--- config.mk ---
export PLATFORM = sky130hd
export DESIGN_NAME = unique_value_set
export DESIGN_NICKNAME = d
export VERILOG_FILES = /design/src/sv/usv_pkg.sv /design/src/sv/unique_value_set.sv /design/src/sv/usv_ctrl.sv /design/src/sv/usv_dp.sv
export SDC_FILE = /design/constraint.sdc
export NUM_CORES = 1
export LEC_CHECK = 0
export ABC_AREA = 1
export BUFFER_PORTS_ARGS = -buffer_cell sky130_fd_sc_hd__buf_4
export CORE_ASPECT_RATIO = 2
export CORE_MARGIN = 10
export CORE_UTILIZATION = 40
export DETAILED_ROUTE_END_ITERATION = 10
export PLACE_DENSITY = 0.63
export SLEW_MARGIN = 30
export SYNTH_ARGS = -nofsm -noshare
export SYNTH_HDL_FRONTEND = slang
export SYNTH_HIERARCHICAL = 1
export SYNTH_SLANG_ARGS = --single-unit
--- constraint.sdc ---
create_clock -name clk_i -period 6.3 [get_ports clk_i]
set_input_delay 1.26 -clock clk_i [delete_from_list [all_inputs] [get_ports clk_i]]
set_output_delay 1.26 -clock clk_i [all_outputs]
set_load 0.05 [all_outputs]
--- src/sv/usv_pkg.sv ---
`timescale 1ns / 1ps
// ---------------------------------------------------------------------------
// usv_pkg
// Types and codes shared by the unique value set controller and datapath.
// ---------------------------------------------------------------------------
package usv_pkg;

  localparam int unsigned ActW  = 2;
  localparam int unsigned DataW = 32;
  localparam int unsigned IdxW  = 7;
  localparam int unsigned StatW = 3;
  localparam int unsigned CntOutW = 6;

  localparam logic [ActW-1:0] ACT_ADD    = 2'd0;
  localparam logic [ActW-1:0] ACT_REMOVE = 2'd1;
  localparam logic [ActW-1:0] ACT_READ   = 2'd2;

  typedef enum logic [StatW-1:0] {
    STAT_OK       = 3'd0,
    STAT_DUP      = 3'd1,
    STAT_NOTFOUND = 3'd2,
    STAT_FULL     = 3'd3,
    STAT_EMPTY    = 3'd4
  } status_e;

  typedef enum logic [2:0] {
    S_IDLE,
    S_ADD_SCAN,
    S_REM_SCAN,
    S_REM_LAST,
    S_REM_MOVE,
    S_RD_ADDR,
    S_RD_DATA
  } state_e;

  typedef enum logic [1:0] {
    ADDR_SCAN,
    ADDR_LAST,
    ADDR_INDEX
  } addr_sel_e;

  typedef enum logic {
    WR_APPEND,
    WR_MOVE
  } wr_sel_e;

  typedef struct packed {
    logic      load;
    logic      scan;
    logic      rd_en;
    addr_sel_e addr_sel;
    logic      wr_en;
    wr_sel_e   wr_sel;
    logic      cnt_inc;
    logic      cnt_dec;
    logic      pos_load;
    logic      res_load;
    status_e   res_status;
    logic      res_data;
  } usv_cmd_t;

  typedef struct packed {
    logic empty;
    logic full;
    logic hit;
    logic scan_done;
  } usv_stat_t;

endpackage

--- src/sv/unique_value_set.sv ---
`timescale 1ns / 1ps
// ---------------------------------------------------------------------------
// unique_value_set
// Set of distinct signed 32-bit values with add, remove and indexed read.
// ---------------------------------------------------------------------------
// A request is taken on a clock edge with start high and busy low. Its result
// shows on status_o, read_value_o and entry_count_o for one cycle with done_o
// high, and must be taken then. Add and remove scan the N entries in use, one
// per cycle, through the single read port of the entry store. Add stops at a
// duplicate and remove at the matching entry; remove then reads the last entry
// and writes it into the hole. Read reads the indexed entry and then registers
// it as the result. Read of an empty set and the unused action code answer
// without leaving idle. busy drops in the cycle that shows the result, so the
// next request may be taken there. entry_count_o carries the low 6 bits of the
// count.
module unique_value_set #(
  parameter int unsigned CAPACITY = 32
) (
  input  logic                              clk_i,
  input  logic                              rst_ni,
  input  logic                              start,
  output logic                              busy,
  input  logic [usv_pkg::ActW-1:0]          action_i,
  input  logic signed [usv_pkg::DataW-1:0]  value_i,
  input  logic signed [usv_pkg::IdxW-1:0]   index_i,
  output logic                              done_o,
  output logic [usv_pkg::StatW-1:0]         status_o,
  output logic signed [usv_pkg::DataW-1:0]  read_value_o,
  output logic [usv_pkg::CntOutW-1:0]       entry_count_o
);

  usv_pkg::usv_cmd_t  cmd;
  usv_pkg::usv_stat_t stat;

  usv_ctrl u_ctrl (
    .clk_i    (clk_i),
    .rst_ni   (rst_ni),
    .start    (start),
    .action_i (action_i),
    .stat_i   (stat),
    .cmd_o    (cmd),
    .busy     (busy)
  );

  usv_dp #(
    .CAPACITY (CAPACITY)
  ) u_dp (
    .clk_i         (clk_i),
    .rst_ni        (rst_ni),
    .value_i       (value_i),
    .index_i       (index_i),
    .cmd_i         (cmd),
    .stat_o        (stat),
    .status_o      (status_o),
    .read_value_o  (read_value_o),
    .entry_count_o (entry_count_o),
    .done_o        (done_o)
  );

endmodule

--- src/sv/usv_ctrl.sv ---
`timescale 1ns / 1ps
// ---------------------------------------------------------------------------
// usv_ctrl
// Sequencer for add, remove and read requests; drives the datapath commands.
// ---------------------------------------------------------------------------
module usv_ctrl (
  input  logic                             clk_i,
  input  logic                             rst_ni,
  input  logic                             start,
  input  logic [usv_pkg::ActW-1:0]         action_i,
  input  usv_pkg::usv_stat_t               stat_i,
  output usv_pkg::usv_cmd_t                cmd_o,
  output logic                             busy
);

  usv_pkg::state_e state_q, state_d;

  always_ff @(posedge clk_i or negedge rst_ni) begin
    if (!rst_ni) begin
      state_q <= usv_pkg::S_IDLE;
    end else begin
      state_q <= state_d;
    end
  end

  // next state
  always_comb begin
    state_d = state_q;
    unique case (state_q)
      usv_pkg::S_IDLE: begin
        if (start) begin
          unique case (action_i)
            usv_pkg::ACT_ADD:    state_d = usv_pkg::S_ADD_SCAN;
            usv_pkg::ACT_REMOVE: state_d = usv_pkg::S_REM_SCAN;
            usv_pkg::ACT_READ: begin
              if (!stat_i.empty) state_d = usv_pkg::S_RD_ADDR;
            end
            default: state_d = usv_pkg::S_IDLE;
          endcase
        end
      end
      usv_pkg::S_ADD_SCAN: begin
        if (stat_i.hit || stat_i.scan_done) state_d = usv_pkg::S_IDLE;
      end
      usv_pkg::S_REM_SCAN: begin
        if (stat_i.hit)                state_d = usv_pkg::S_REM_LAST;
        else if (stat_i.scan_done)     state_d = usv_pkg::S_IDLE;
      end
      usv_pkg::S_REM_LAST: state_d = usv_pkg::S_REM_MOVE;
      usv_pkg::S_REM_MOVE: state_d = usv_pkg::S_IDLE;
      usv_pkg::S_RD_ADDR:  state_d = usv_pkg::S_RD_DATA;
      usv_pkg::S_RD_DATA:  state_d = usv_pkg::S_IDLE;
      default:             state_d = usv_pkg::S_IDLE;
    endcase
  end

  // command outputs
  always_comb begin
    cmd_o            = '0;
    cmd_o.addr_sel   = usv_pkg::ADDR_SCAN;
    cmd_o.wr_sel     = usv_pkg::WR_APPEND;
    cmd_o.res_status = usv_pkg::STAT_OK;
    unique case (state_q)
      usv_pkg::S_IDLE: begin
        if (start) begin
          cmd_o.load = 1'b1;
          unique case (action_i)
            usv_pkg::ACT_ADD, usv_pkg::ACT_REMOVE: ;
            usv_pkg::ACT_READ: begin
              if (stat_i.empty) begin
                cmd_o.res_load   = 1'b1;
                cmd_o.res_status = usv_pkg::STAT_EMPTY;
              end
            end
            // unused code: report ok, nothing changes
            default: cmd_o.res_load = 1'b1;
          endcase
        end
      end
      usv_pkg::S_ADD_SCAN: begin
        cmd_o.scan = 1'b1;
        // hit needs a valid compare, scan_done needs none: never both
        if (stat_i.hit) begin
          cmd_o.res_load   = 1'b1;
          cmd_o.res_status = usv_pkg::STAT_DUP;
        end else if (stat_i.scan_done) begin
          cmd_o.res_load = 1'b1;
          if (stat_i.full) begin
            cmd_o.res_status = usv_pkg::STAT_FULL;
          end else begin
            cmd_o.wr_en   = 1'b1;
            cmd_o.wr_sel  = usv_pkg::WR_APPEND;
            cmd_o.cnt_inc = 1'b1;
          end
        end
      end
      usv_pkg::S_REM_SCAN: begin
        cmd_o.scan = 1'b1;
        if (stat_i.hit) begin
          cmd_o.pos_load = 1'b1;
        end else if (stat_i.scan_done) begin
          cmd_o.res_load   = 1'b1;
          cmd_o.res_status = usv_pkg::STAT_NOTFOUND;
        end
      end
      usv_pkg::S_REM_LAST: begin
        cmd_o.rd_en    = 1'b1;
        cmd_o.addr_sel = usv_pkg::ADDR_LAST;
      end
      usv_pkg::S_REM_MOVE: begin
        // last entry fills the hole
        cmd_o.wr_en    = 1'b1;
        cmd_o.wr_sel   = usv_pkg::WR_MOVE;
        cmd_o.cnt_dec  = 1'b1;
        cmd_o.res_load = 1'b1;
      end
      usv_pkg::S_RD_ADDR: begin
        cmd_o.rd_en    = 1'b1;
        cmd_o.addr_sel = usv_pkg::ADDR_INDEX;
      end
      usv_pkg::S_RD_DATA: begin
        cmd_o.res_load = 1'b1;
        cmd_o.res_data = 1'b1;
      end
      default: ;
    endcase
  end

  assign busy = (state_q != usv_pkg::S_IDLE);

endmodule

--- src/sv/usv_dp.sv ---
`timescale 1ns / 1ps
// ---------------------------------------------------------------------------
// usv_dp
// Entry store, entry count, pipelined scan compare and result registers.
// ---------------------------------------------------------------------------
module usv_dp #(
  parameter int unsigned CAPACITY = 32
) (
  input  logic                                clk_i,
  input  logic                                rst_ni,
  input  logic signed [usv_pkg::DataW-1:0]    value_i,
  input  logic signed [usv_pkg::IdxW-1:0]     index_i,
  input  usv_pkg::usv_cmd_t                   cmd_i,
  output usv_pkg::usv_stat_t                  stat_o,
  output logic [usv_pkg::StatW-1:0]           status_o,
  output logic signed [usv_pkg::DataW-1:0]    read_value_o,
  output logic [usv_pkg::CntOutW-1:0]         entry_count_o,
  output logic                                done_o
);

  localparam int unsigned AW = (CAPACITY > 1) ? $clog2(CAPACITY) : 1;
  localparam int unsigned CW = $clog2(CAPACITY + 1);
  localparam int unsigned XW = (CW > usv_pkg::IdxW - 1) ? CW : usv_pkg::IdxW - 1;

  logic [usv_pkg::DataW-1:0] entry_mem_q [CAPACITY];

  logic [usv_pkg::DataW-1:0] value_q;
  logic [usv_pkg::IdxW-1:0]  index_q;
  logic [CW-1:0]             count_q, count_d;
  logic [CW-1:0]             ptr_q, ptr_d;
  logic                      cmp_valid_q, cmp_valid_d;
  logic [AW-1:0]             cmp_idx_q;
  logic [usv_pkg::DataW-1:0] rd_data_q;
  logic [AW-1:0]             pos_q;
  usv_pkg::status_e          res_status_q;
  logic [usv_pkg::DataW-1:0] res_value_q;
  logic                      res_valid_q;

  logic                      issue_ok;
  logic                      rd_en;
  logic [AW-1:0]             rd_addr;
  logic [AW-1:0]             wr_addr;
  logic [usv_pkg::DataW-1:0] wr_data;
  logic [CW-1:0]             last_idx;
  logic [XW-1:0]             idx_ext;
  logic [XW-1:0]             cnt_ext;
  logic [AW-1:0]             read_addr;

  assign issue_ok = (ptr_q < count_q);
  assign last_idx = count_q - CW'(1);

  // read index clamp: negative to 0, past the end to the last entry
  assign idx_ext = XW'(index_q[usv_pkg::IdxW-2:0]);
  assign cnt_ext = XW'(count_q);
  always_comb begin
    priority if (index_q[usv_pkg::IdxW-1]) read_addr = '0;
    else if (idx_ext >= cnt_ext)           read_addr = AW'(last_idx);
    else                                   read_addr = AW'(idx_ext);
  end

  always_comb begin
    unique case (cmd_i.addr_sel)
      usv_pkg::ADDR_SCAN:  rd_addr = AW'(ptr_q);
      usv_pkg::ADDR_LAST:  rd_addr = AW'(last_idx);
      usv_pkg::ADDR_INDEX: rd_addr = read_addr;
      default:             rd_addr = AW'(ptr_q);
    endcase
  end

  assign rd_en = cmd_i.rd_en | (cmd_i.scan & issue_ok);

  always_comb begin
    unique case (cmd_i.wr_sel)
      usv_pkg::WR_APPEND: begin
        wr_addr = AW'(count_q);
        wr_data = value_q;
      end
      usv_pkg::WR_MOVE: begin
        wr_addr = pos_q;
        wr_data = rd_data_q;
      end
      default: begin
        wr_addr = AW'(count_q);
        wr_data = value_q;
      end
    endcase
  end

  always_ff @(posedge clk_i) begin
    if (cmd_i.wr_en) begin
      entry_mem_q[wr_addr] <= wr_data;
    end
    if (rd_en) begin
      rd_data_q <= entry_mem_q[rd_addr];
    end
  end

  // scan pointer and compare stage
  always_comb begin
    ptr_d       = ptr_q;
    cmp_valid_d = cmp_valid_q;
    if (cmd_i.load) begin
      ptr_d       = '0;
      cmp_valid_d = 1'b0;
    end else if (cmd_i.scan) begin
      cmp_valid_d = issue_ok;
      if (issue_ok) ptr_d = ptr_q + CW'(1);
    end
  end

  always_comb begin
    count_d = count_q;
    if (cmd_i.cnt_inc)      count_d = count_q + CW'(1);
    else if (cmd_i.cnt_dec) count_d = count_q - CW'(1);
  end

  always_ff @(posedge clk_i or negedge rst_ni) begin
    if (!rst_ni) begin
      count_q     <= '0;
      ptr_q       <= '0;
      cmp_valid_q <= 1'b0;
      res_valid_q <= 1'b0;
    end else begin
      count_q     <= count_d;
      ptr_q       <= ptr_d;
      cmp_valid_q <= cmp_valid_d;
      res_valid_q <= cmd_i.res_load;
    end
  end

  always_ff @(posedge clk_i) begin
    if (cmd_i.load) begin
      value_q <= value_i;
      index_q <= index_i;
    end
    if (cmd_i.scan) begin
      cmp_idx_q <= AW'(ptr_q);
    end
    if (cmd_i.pos_load) begin
      pos_q <= cmp_idx_q;
    end
    if (cmd_i.res_load) begin
      res_status_q <= cmd_i.res_status;
      res_value_q  <= cmd_i.res_data ? rd_data_q : '0;
    end
  end

  assign stat_o.empty     = (count_q == '0);
  assign stat_o.full      = (count_q == CW'(CAPACITY));
  assign stat_o.hit       = cmp_valid_q && (rd_data_q == value_q);
  assign stat_o.scan_done = !issue_ok && !cmp_valid_q;

  assign status_o      = res_status_q;
  assign read_value_o  = res_value_q;
  assign entry_count_o = usv_pkg::CntOutW'(count_q);
  assign done_o        = res_valid_q;

endmodule

Word level (Yosys, flattened, before mapping)

Memory sizes are Yosys's and may differ from the RTL's. A register that Yosys moved wholly into a read port is not among the register bits.
Cells that the tools add are included.

Flip-flop bits (word level): 101
Bits in writable memories: 1024
Bits of input ports: 44
Output and inout bits: 43
Word-level logic and storage cells: 98
Memories: 1

Memories:

| memory           | words | bits a word | rd ports | clocked after memory_dff | wr ports | RTL line     | source |
|---|---|---|---|---|---|---|---|
| u_dp.entry_mem_q | 32    | 32          | 1        | 1                        | 1        | usv_dp.sv:25 | `logic [usv_pkg::DataW-1:0] entry_mem_q [CAPACITY];` |

Add/sub/neg operators: 3
$lt $le $gt $ge: 2
Equal/unequal tests: 16
Muxes and demuxes: 45
Bitwise operators: 3
Reduce and logical (&&, ||, !) cells: 17

Operators with widths:

| kind                | count |
|---|---|
| $pmux 32 s2         | 1 |
| $eq 32x32->1        | 1 |
| $mux 6              | 5 |
| $mux 3              | 9 |
| $mux 4              | 6 |
| $pmux 5 s2          | 2 |
| $pmux 3 s3          | 2 |
| $pmux 3 s5          | 1 |
| $add 6x1->6 const B | 2 |
| $mux 1              | 12 |
| $mux 5              | 2 |
| $eq 3x3->1 const B  | 3 |
| $eq 3x2->1 const B  | 2 |
| $eq 6x6->1 const B  | 1 |
| $ge 6x6->1          | 1 |
| $logic_not 6->1     | 1 |
| $lt 6x6->1          | 1 |
| $pmux 3 s2          | 1 |
| $reduce_bool 2->1   | 3 |
| $reduce_or 2->1     | 3 |
| $sub 6x1->6 const B | 1 |
| $eq 2x1->1 const B  | 2 |
| $eq 2x2->1 const B  | 2 |
| $pmux 1 s4          | 1 |
| other kinds (19)    | 21 |

Depth between registers and ports, before layout

Gate-level depths: netlist (run 1).

Depth after elaboration: 8
Gate-level depth with buffers: 22
Mapped depth without buffers: 19

Modules after synthesis

Netlist (run 1), hierarchy kept.

By module, submodules not included:

| module   | times used | cells each | area each (um2) | seq. area each (um2) |
|---|---|---|---|---|
| usv_dp   | 1          | 4568       | 50682.4         | 34583.2 |
| usv_ctrl | 1          | 64         | 381.6           | 75.1 |

Worst setup path before layout (run 1)

No wires, ideal clock.

Kind: in2reg
Start: in start
End: reg u_dp.res_value_q, in the netlist u_dp/read_value_o[0] (enable)
Library setup time: 0.400 ns
Data arrival time: 4.261 ns
Setup slack: 1.638 ns
Stages on the path: 4
Cell sequence: inv_1 > nor2_1 > nand2_1 > nand4_1

RTL lines:

| what                 | RTL line               | source |
|---|---|---|
| from (decl)          | unique_value_set.sv:21 | `input logic start,` |
| to (signal assigned) | usv_dp.sv:144          | `res_value_q <= cmd_i.res_data ? rd_data_q : '0;` |
| to (decl)            | usv_dp.sv:36           | `logic [usv_pkg::DataW-1:0] res_value_q;` |

==> results.md, run 1 <==
Run status:
- The run finished with clean final reports.

Timing:
- The smallest clock period supported by the final layout is computed as 4750 ps.
- Setup repair after global routing left no endpoint under its margin.
- Setup violations remaining at the end of the flow were counted as 0.
- The number of slew-limit violations in the final report is 0.
- The maximum clock frequency is about 0.21 GHz.
- The max-slew headroom at the worst pin is 0.307.
- The final-layout setup total negative slack is 0 ps.
- Dividing the final minimum period by the clock period gives 0.754.
- The number of hold violations in the final report is 0.
- The slew at the pin with the worst max-slew slack is between 1000 and 1500 ps.
- Across the routed clock network, the largest skew measured is roughly 33 ps.

Detailed routing:
- For this run, design rule violations remaining after detail routing come to 0.
- The via count normalized by instance count is ~5.3.
- The overall routed net length is between 100000 and 150000 um.
- The average detailed-routed wire length per instance is around 22 um.
- The pre-antenna-repair detailed-routing pass consisted of 6 iterations.
- The number of routed nets with antenna violations is 0.
- The detailed router finished its first iteration with 3412 violations.
- The total via count after detailed routing is about 34000.

Clock network:
- The maximum buffer depth of the clock tree is 3.
- After clock tree synthesis, the clock-pin slew on the worst setup and hold paths is about 70 ps.
- The number of H-tree branching levels is 3.
- The number of clock buffers inserted by TritonCTS is 92.
- The TritonCTS clock tree is yes.
- Buffers inserted to repair hold after CTS numbered 0.
- The tree is rooted in a sky130_fd_sc_hd__clkbuf_16.
- The worst-skew pair later-pin latency is 700 ps.
- Clock tree synthesis found a total of 1157 sinks.
- The number of gates given a new drive strength after cts is 0.
- After clock tree synthesis, the setup repair step added 0 buffers.

Critical path:
- The source of the worst register-to-register timing path is u_dp/entry_count_o[2]$_DFFE_PN0P_.
- In this run the critical register-to-register path is captured at u_dp/entry_mem_q[29][8]$_DFFE_PP_.
- The slowest cell on the critical path is sky130_fd_sc_hd__nand3_1.
- The critical path is of the reg2reg type.
- The stage delay of the slowest cell on the critical path is ~700 ps.
- The critical path arrival is around 5100 ps.
- In this run the worst path has a maximum fanout of 20.
- The endpoint class of the critical path is a register.
- For flop-to-flop paths, the worst setup slack is about 1500 ps.
- The required time at the worst-slack endpoint is between 6000 and 7000 ps.
- The nature of the critical path startpoint is a register.
- The signal on the critical path passes through inv_1 -> ha_1 -> nand2_1 -> nor2_1 -> o21ai_0 -> a21oi_1 -> nand3b_1 -> o22ai_1 -> nand3_1 -> nor2_4 -> buf_4.
- Measured in cells, the most critical reg-to-reg path has a length of 11.

Place:
- The count of port buffers added during placement is 86.
- Detailed placement finished with a half-perimeter wire length of ~85000 um.
- The last weighted congestion value of the routability-driven placer is between 0.8 and 0.9.

Logic synthesis:
- The cell type contributing the most total cell area after synthesis is sky130_fd_sc_hd__edfxtp_1.
- Averaged over all synthesized cells, the footprint is about 11 um2.
- When the netlist entered floorplanning its net count stood at around 4700.
- The cell area after technology mapping is between 0.05 and 0.06 mm2.
- Synthesis produced a netlist whose cell count is ~4600.
- Counting distinct cell types in the post-synthesis netlist gives 45.
- By instance count, the leading cell after synthesis is sky130_fd_sc_hd__edfxtp_1.
- The synthesis-stage register bit count is around 1200.
- In this run, synthesis inferred between 1000 and 1500 flip-flops with an integrated enable.
- The share of synthesized registers carrying an async set or reset is 0.0147.
- Ranked by instance count, the synthesized netlist is headed by sky130_fd_sc_hd__edfxtp_1, sky130_fd_sc_hd__nand2_1, sky130_fd_sc_hd__nand3_1, sky130_fd_sc_hd__inv_1, sky130_fd_sc_hd__nand3b_1.
- Sorting the synthesized cells by area gives the leading types as sky130_fd_sc_hd__edfxtp_1, sky130_fd_sc_hd__nand3_1, sky130_fd_sc_hd__nand2_1, sky130_fd_sc_hd__inv_1, sky130_fd_sc_hd__nand3b_1.
- The most used flip-flop cell after synthesis is sky130_fd_sc_hd__edfxtp_1.
- The share of synthesized area occupied by flip-flops and latches is 0.679.
- The share of the synthesized area in the top cell type is 0.670.
- The count of yosys warnings during synthesis is 6.

Power:
- The share of total power dissipated in sequential elements is 0.371.
- Internal power comes to 0.0160 W.
- Of the total power, combinational logic draws 0.410.
- For this design the total switching power over the nets is roughly 0.011 W.
- Of the total power, the share spent switching nets is 0.412.
- Across the VDD grid, the largest voltage drop is around 0.48 mV.
- The part of the power in the clock network is 0.219.
- The power per standard cell area is about 470 mW/mm2.
- The analysis attributes to cell leakage a power of ~22 nW.

Global route:
- The number of antenna violations at the first check in global routing is 3.
- In the global route stage, overall resource usage came out at 0.193.
- The first global-routing pass estimated ~210000 um of wire.
- After global routing the overflow that remains totals 0.
- Entering global routing, the biggest net connects about 180 pins.
- The number of global-route vias before repair is 33200.

Min path:
- The worst min-delay path endpoint is u_dp/pos_q[4]$_DFFE_PP_.
- Counting instances, the worst hold path has a depth of 0.
- The type of the worst min-delay path is reg2reg.
- The worst hold path startpoint is u_dp/cmp_idx_q[4]$_DFFE_PP_.

Floorplan:
- The floorplan step defined a die boundary enclosing approximately 0.14 mm2.
- The floorplan has about 190 rows.
- The area of the placeable core is roughly 0.13 mm2.
- The starting density of the core is 0.403.
- In this run the horizontal extent of the chip is 273 um.
- The boundary pin count is 87.
- The floorplan step set the die height to 525 um.

Job:
- The reported max-cap violation count is 0.

Cells and area:
- The share of layout cells above drive strength 1 is 0.0892.
- The utilization after layout is 0.452.
- The layout-stage area growth over the synthesis result is 12.3%.
- The final layout contains 4694 nets.
## final cells by class
| class | instances | area, um2 |
|---|---|---|
| clock inverter | 58 | 627 |
| timing repair buffer | 193 | 2220 |
| sequential | 1157 | 34700 |
| clock buffer | 110 | 2410 |
| tap | 1683 | 2110 |
| inverter | 567 | 2140 |
| multi-input combinational | 2622 | 13200 |
| fill | 11500 | 69500 |
| antenna | 1 | 2.50 |
## worst max-delay path: cells and delay by family, from the launching register on
kind	cells	cell delay (ps)
adders and majority gates	1	320
AOI/OAI and AO/OA	3	1140
DFF	1	500
buffers and inverters	2	680
and+or+nand+nor	5	1750
## worst max path at each step
| stage | from | endpoint | cells past startpoint |
|---|---|---|---|
| final | u_dp/entry_count_o[2]$_DFFE_PN0P_ | u_dp/entry_mem_q[29][8]$_DFFE_PP_ | 11 |
| after global routing | u_dp/entry_count_o[2]$_DFFE_PN0P_ | u_dp/entry_mem_q[31][10]$_DFFE_PP_ | 11 |
| after CTS | u_ctrl/state_q[1]$_DFFE_PN0P_ | u_dp/rd_data_q[24]$_DFFE_PP_ | 14 |
| after detailed placement | u_dp/entry_count_o[2]$_DFFE_PN0P_ | u_dp/entry_mem_q[31][19]$_DFFE_PP_ | 11 |
| after global placement | u_dp/entry_count_o[2]$_DFFE_PN0P_ | u_dp/entry_mem_q[4][25]$_DFFE_PP_ | 10 |
| after floorplan | start | u_dp/read_value_o[0]$_SDFFCE_PN0P_ | 4 |
## power by group through the flow
stage / clock, W / sequential [W] / combinational [W]
finish: 0.00595 / 0.0101 / 0.0111
global route: 0.00632 / 0.0101 / 0.0121
CTS: 0.00605 / 0.0101 / 0.0110
detailed placement: 0 / 0.0103 / 0.0110
global placement: 0 / 0.0103 / 0.0108
floorplan: 0 / 0.0104 / 0.00700
## state kept, by name, indices dropped and copies added, names as in the netlist, 5 cells and up
signal and flops:
u_dp/pos_q 5, u_dp/entry_count_o 6, u_dp/ptr_q 6, u_dp/entry_mem_q 1024, u_dp/cmp_idx_q 5, u_dp/value_q 32, u_dp/index_q 7, u_dp/rd_data_q 32
u_dp/read_value_o 32
## placed cells by master, fill, tap and decap left out, types with 8 or more instances in the layout
cell,Yosys,layout
sky130_fd_sc_hd__a21oi_1,16,15
sky130_fd_sc_hd__buf_12,0,16
sky130_fd_sc_hd__buf_16,0,27
sky130_fd_sc_hd__buf_4,37,146
sky130_fd_sc_hd__bufinv_16,0,12
sky130_fd_sc_hd__clkbuf_1,69,16
sky130_fd_sc_hd__clkbuf_16,0,94
sky130_fd_sc_hd__clkinv_1,0,18
sky130_fd_sc_hd__clkinv_2,0,16
sky130_fd_sc_hd__dfrtp_1,17,17
sky130_fd_sc_hd__edfxtp_1,1140,1140
sky130_fd_sc_hd__ha_1,17,17
sky130_fd_sc_hd__inv_1,563,562
sky130_fd_sc_hd__nand2_1,1125,1124
sky130_fd_sc_hd__nand3_1,1016,1015
sky130_fd_sc_hd__nand3b_1,257,257
sky130_fd_sc_hd__nor2_1,61,26
sky130_fd_sc_hd__nor2_4,1,35
sky130_fd_sc_hd__o21ai_0,50,24
sky130_fd_sc_hd__o21ai_2,1,10
sky130_fd_sc_hd__o21ai_4,0,16
sky130_fd_sc_hd__o22ai_1,8,8
## per-stage QoR
stage / hold WS (ps) / worst slack (ps) / total power [W] / cell area (um2) / instances
4_1_cts: 412 / 1540 / 0.0272 / 57200 / 6386
2_1_floorplan: 400 / 1640 / 0.0174 / 51100 / 4632
3_5_place_dp: 415 / 1550 / 0.0213 / 54200 / 6218
5_1_grt: 444 / 1220 / 0.0285 / 57300 / 6391
6_report: 432 / 1550 / 0.0272 / 57300 / 6391
3_3_place_gp: 413 / 1400 / 0.0211 / 53500 / 6192
## per-layer routing
metal  part of all wire  vias to the layer above  track usage
met5                  0                        -            0
met4              0.042                        0       0.0907
met3              0.060                      284       0.0240
met2               0.54                     1315        0.354
met1               0.36                    16700        0.217
li1                   -                    15800            -
## kinds of logic (layout without fill, tap and decap cells)
kind of cell / Yosys count / after routing / synth area share
xor gates and xnor gates: 11 / 11 / 0.00189
DFF: 1157 / 1157 / 0.679
other: 0 / 1 / 0
buffers and inverters: 853 / 928 / 0.0738
and+or+nand+nor: 2491 / 2491 / 0.229
adders and majority gates: 17 / 17 / 0.00417
muxes: 6 / 6 / 0.00132
AOI/OAI and AO/OA: 97 / 97 / 0.0113
No activity file was read; power rests on OpenSTA's default activity.
==> inputs of run 2 (changes only) <==
- ABC_AREA: 1 -> 0
- clock period: 6.3 -> 4.7 ns (I/O delays scaled with it)
==> results.md, run 2 <==
Clock network:
- The number of H-tree branching levels came to 3 (unchanged).
- The worst-skew pair later-pin latency is 720 ps (+20 ps).
- The maximum buffer depth of the clock tree came to 3 (unchanged).
- The clock sink total is 1157 (unchanged).
- The number of clock buffers inserted by TritonCTS is 92 (unchanged).
- The TritonCTS clock tree is yes.
- The clock transition time at the flip-flop clock pins of the worst setup and hold paths is 80 ps (about the same).
- The root buffer selected by CTS is sky130_fd_sc_hd__clkbuf_16.

Cells and area:
- The final non-filler cell area was 0.0529 mm2 (-7.7%).
- The utilization after layout came to 0.461 (+0.00928).
- The share of layout cells above drive strength 1 is 0.186 (+0.0968).
- The net total in the final layout is 2881 (-39%).
- The number of flip-flops under the largest register name came to 1024 (unchanged).
- The commonest non-fill, non-tap cell in the layout is sky130_fd_sc_hd__edfxtp_1.
- The register name with the most flops is u_dp/entry_mem_q.
- In the layout the commonest cells are sky130_fd_sc_hd__edfxtp_1, sky130_fd_sc_hd__nand2_1, sky130_fd_sc_hd__mux2i_1.
- The number of non-filler instances in the completed layout was 4412 (-31%).
- Relative to the synthesized area, the layout overhead comes to 15.0%.

Timing:
- The slew at the pin with the worst max-slew slack is 1010 ps (-29.2 ps).
- The time the final worst path needs with I/O delays and setup is 4550 ps (-201 ps).
- The final-layout setup total negative slack is 0 ps (unchanged).
- The count of final setup violators was 0 (unchanged).
- Setup repair after global routing left no endpoint under its margin.
- The number of hold violations in the final report was 0 (unchanged).
- The number of slew-limit violations in the final report was 0 (unchanged).
- The max-slew headroom at the worst pin is 0.325 (+0.0179).
- The maximum clock frequency is 0.220 GHz (+4.4%).
- The period utilization is 0.968 (+0.214).
- The worst clock skew is 33.7 ps (+1.18 ps).

Floorplan:
- The area of the placeable core is 0.115 mm2 (-9.6%).
- The site row count is 176 (-4.9%).
- The die area is 0.130 mm2 (-9.3%).
- The floorplan die height was 500 um (-4.9%).
- The starting density of the core is 0.401 (-0.00133).
- The die width is 260 um (-4.7%).
- The boundary pin count came to 87 (unchanged).

Logic synthesis:
- The share of synthesized area occupied by flip-flops and latches is 0.753 (+0.0742).
- The number of different library cells in the post-synthesis netlist is 69 (+53%).
- The number of enable flip-flop cells after synthesis was 1140 (unchanged).
- The cell area after technology mapping is 0.0460 mm2 (-9.9%).
- The synthesized netlist net count is 2736 (-42%).
- The most common cell in the synthesized netlist is sky130_fd_sc_hd__edfxtp_1.
- The share of the synthesized area in the top cell type came to 0.744 (+0.0732).
- In the synthesized netlist the dominant register cell turns out to be sky130_fd_sc_hd__edfxtp_1.
- The largest total area in the synthesized netlist belongs to sky130_fd_sc_hd__edfxtp_1.
- The share of synthesized registers carrying an async set or reset was 0.0147 (unchanged).
- By area the synthesized netlist is led by sky130_fd_sc_hd__edfxtp_1, sky130_fd_sc_hd__mux4_2, sky130_fd_sc_hd__mux2i_1, sky130_fd_sc_hd__nand2_1, sky130_fd_sc_hd__a32oi_1.
- The per-instance average area after synthesis was 17.2 um2 (+56%).
- The number of cells produced by synthesis was 2675 (-42%).
- The count of yosys warnings during synthesis is 6 (unchanged).
- The synthesis-stage register bit count was 1157 (unchanged).
- The commonest cells after synthesis are sky130_fd_sc_hd__edfxtp_1, sky130_fd_sc_hd__nand2_1, sky130_fd_sc_hd__mux2i_1, sky130_fd_sc_hd__clkbuf_1, sky130_fd_sc_hd__mux4_2.

Job:
- The reported max-cap violation count is 0 (unchanged).

Detailed routing:
- The average detailed-routed wire length per instance came to 29.8 um (+35%).
- The count of unresolved DRC violations after routing is 0 (unchanged).
- The first-pass iteration count of the detailed router is 8 (+2).
- The number of routed nets with antenna violations is 0 (unchanged).
- The via count normalized by instance count is 5.96 (+12%).
- The overall routed net length was 131000 um (-6.6%).
- The DRC marker count from the first detailed-route iteration is 2637 (-23%).
- The total via count after detailed routing is 26300 (-23%).

Place:
- The instance area after placement is 0.0498 mm2 (-8.1%).
- The last weighted congestion value of the routability-driven placer is 0.885 (+4.5%).
- The count of port buffers added during placement was 86 (unchanged).
- The placed instance count was 4237 (-32%).
- The final HPWL from detailed placement is 82200 um (-3.0%).

Power:
- The final total power came to 0.0338 W (+24%).
- The worst IR drop on VDD is 0.608 mV (+27%).
- The cell leakage power came to 16.8 nW (-25%).
- The power per standard cell area came to 638 mW/mm2 (+35%).

Global route:
- The number of antenna violations at the first check in global routing came to 4 (+1).
- The number of global-route vias before repair was 26400 (-20%).
- The total global routing track utilization is 0.199 (+0.00634).
- The first-pass GRT wire length was 187000 um (-11%).
- The largest net degree at the start of global routing is 86 (-53%).
- The remaining global-route overflow is 0 (unchanged).

Run status:
- The run finished with clean final reports.

Critical path:
- The end of the worst register-to-register path is u_dp/rd_data_q[15]$_DFFE_PP_.
- The startpoint identified for the worst register-to-register timing path is u_dp/entry_count_o[3]$_DFFE_PN0P_.
- The endpoint class of the critical path is a register.
- The nature of the critical path startpoint is a register.
- The critical path arrival was 5000 ps (-100 ps).
- The depth of the most critical reg-to-reg path is 12 (+1).
- The category of the most critical setup path is reg2reg.
- The highest net fanout along the worst path is 32 (+60%).
- The required time at the worst-slack endpoint is 5150 ps (-1500 ps).
- The setup slack of the worst register-to-register path is 150 ps (-1400 ps).

Min path:
- The path class of the tightest hold or removal check is in2async.
[run 2: cell count changes after synthesis, moves of 35 or more]
cell                       before  now
sky130_fd_sc_hd__a21oi_1       16   84
sky130_fd_sc_hd__nand3_1     1016   13
sky130_fd_sc_hd__and3_1         1   36
sky130_fd_sc_hd__o21ai_0       50    7
sky130_fd_sc_hd__buf_2        123   28
sky130_fd_sc_hd__o22ai_1        8   65
sky130_fd_sc_hd__mux4_2         0   93
sky130_fd_sc_hd__and2_1         0   37
sky130_fd_sc_hd__nand2_1     1125  303
sky130_fd_sc_hd__a32oi_1        0   66
sky130_fd_sc_hd__a22o_1         2   64
sky130_fd_sc_hd__mux2i_1        0  188
sky130_fd_sc_hd__nand3b_1     257    3
sky130_fd_sc_hd__inv_1        563   14
[run 2: worst max path at each step]
| stage | endpoint | slack (ps) | from |
|---|---|---|---|
| finish | u_dp/rd_data_q[15]$_DFFE_PP_ | 150 | u_dp/entry_count_o[3]$_DFFE_PN0P_ |
| global placement | u_dp/rd_data_q[15]$_DFFE_PP_ | -170 | u_dp/entry_count_o[3]$_DFFE_PN0P_ |
| detailed placement | u_dp/rd_data_q[15]$_DFFE_PP_ | -140 | u_ctrl/state_q[2]$_DFFE_PN0P_ |
| floorplan | u_dp/entry_mem_q[20][0]$_DFFE_PP_ | 380 | u_dp/entry_count_o[2]$_DFFE_PN0P_ |
| CTS | u_dp/rd_data_q[31]$_DFFE_PP_ | 130 | u_ctrl/state_q[0]$_DFFE_PN0P_ |
| global route | u_dp/rd_data_q[31]$_DFFE_PP_ | 30 | u_ctrl/state_q[0]$_DFFE_PN0P_ |
[run 2: worst max-delay path, cell delays in order (launching register included)]
cell and delay, ps:
sky130_fd_sc_hd__dfrtp_1 560, sky130_fd_sc_hd__inv_1 230, sky130_fd_sc_hd__ha_1 350, sky130_fd_sc_hd__a21oi_1 130, sky130_fd_sc_hd__o21ai_1 150, sky130_fd_sc_hd__a211o_1 390
sky130_fd_sc_hd__a211oi_4 320, sky130_fd_sc_hd__or2_4 540, sky130_fd_sc_hd__buf_4 360, sky130_fd_sc_hd__nand2_1 90, sky130_fd_sc_hd__a311oi_1 520, sky130_fd_sc_hd__a211oi_1 130
sky130_fd_sc_hd__nor3_2 480
[run 2: layout make-up]
class                   instances  area [um2]
repair buffers                214        2350
clock buffers                 107        2400
fillers                      9530       61800
clock inverters                64         672
multi-input cells            1340       10900
flip-flops and latches       1157       34700
well taps                    1513        1890
inverters                      15        56.3
diodes                          2        5.00
[run 2: kinds of logic (layout without fill, tap and decap cells)]
family,Yosys count,count (layout),synth area share
flops,1157,1157,0.753
simple gates,542,542,0.0532
compound gates,422,422,0.0685
mux,314,314,0.0944
buf+inv,178,400,0.0177
xor+xnor,45,45,0.00856
fa+ha+maj,17,17,0.00462
other cells,0,2,0
[run 2: per-layer routing]
metal | global-route usage | wire length (um)
met2 | 0.349 | 67900
met3 | 0.0333 | 10400
met1 | 0.224 | 44600
met4 | 0.118 | 8310
met5 | 0 | 21
[run 2: where the power goes]
group | total [W] | internal, W | switching (W)
Sequential | 0.0141 | 0.0135 | 0.000651
Clock | 0.00798 | 0.00427 | 0.00371
Combinational | 0.0117 | 0.00397 | 0.00773
[run 2: stage by stage]
step / setup slack, ps / hold slack, ps
finish: 149 / 89.3
global route: 32.2 / 95.9
CTS: 131 / 54.5
detailed placement: -141 / 413
global placement: -174 / 407
floorplan: 379 / 400
[run 2: what timing repair did]
action,in CTS,in global routing
resized for setup,2,2
hold buffers,0,0
buffers inserted,0,2
endpoints found under the setup margin,2,18
pin swaps,0,1
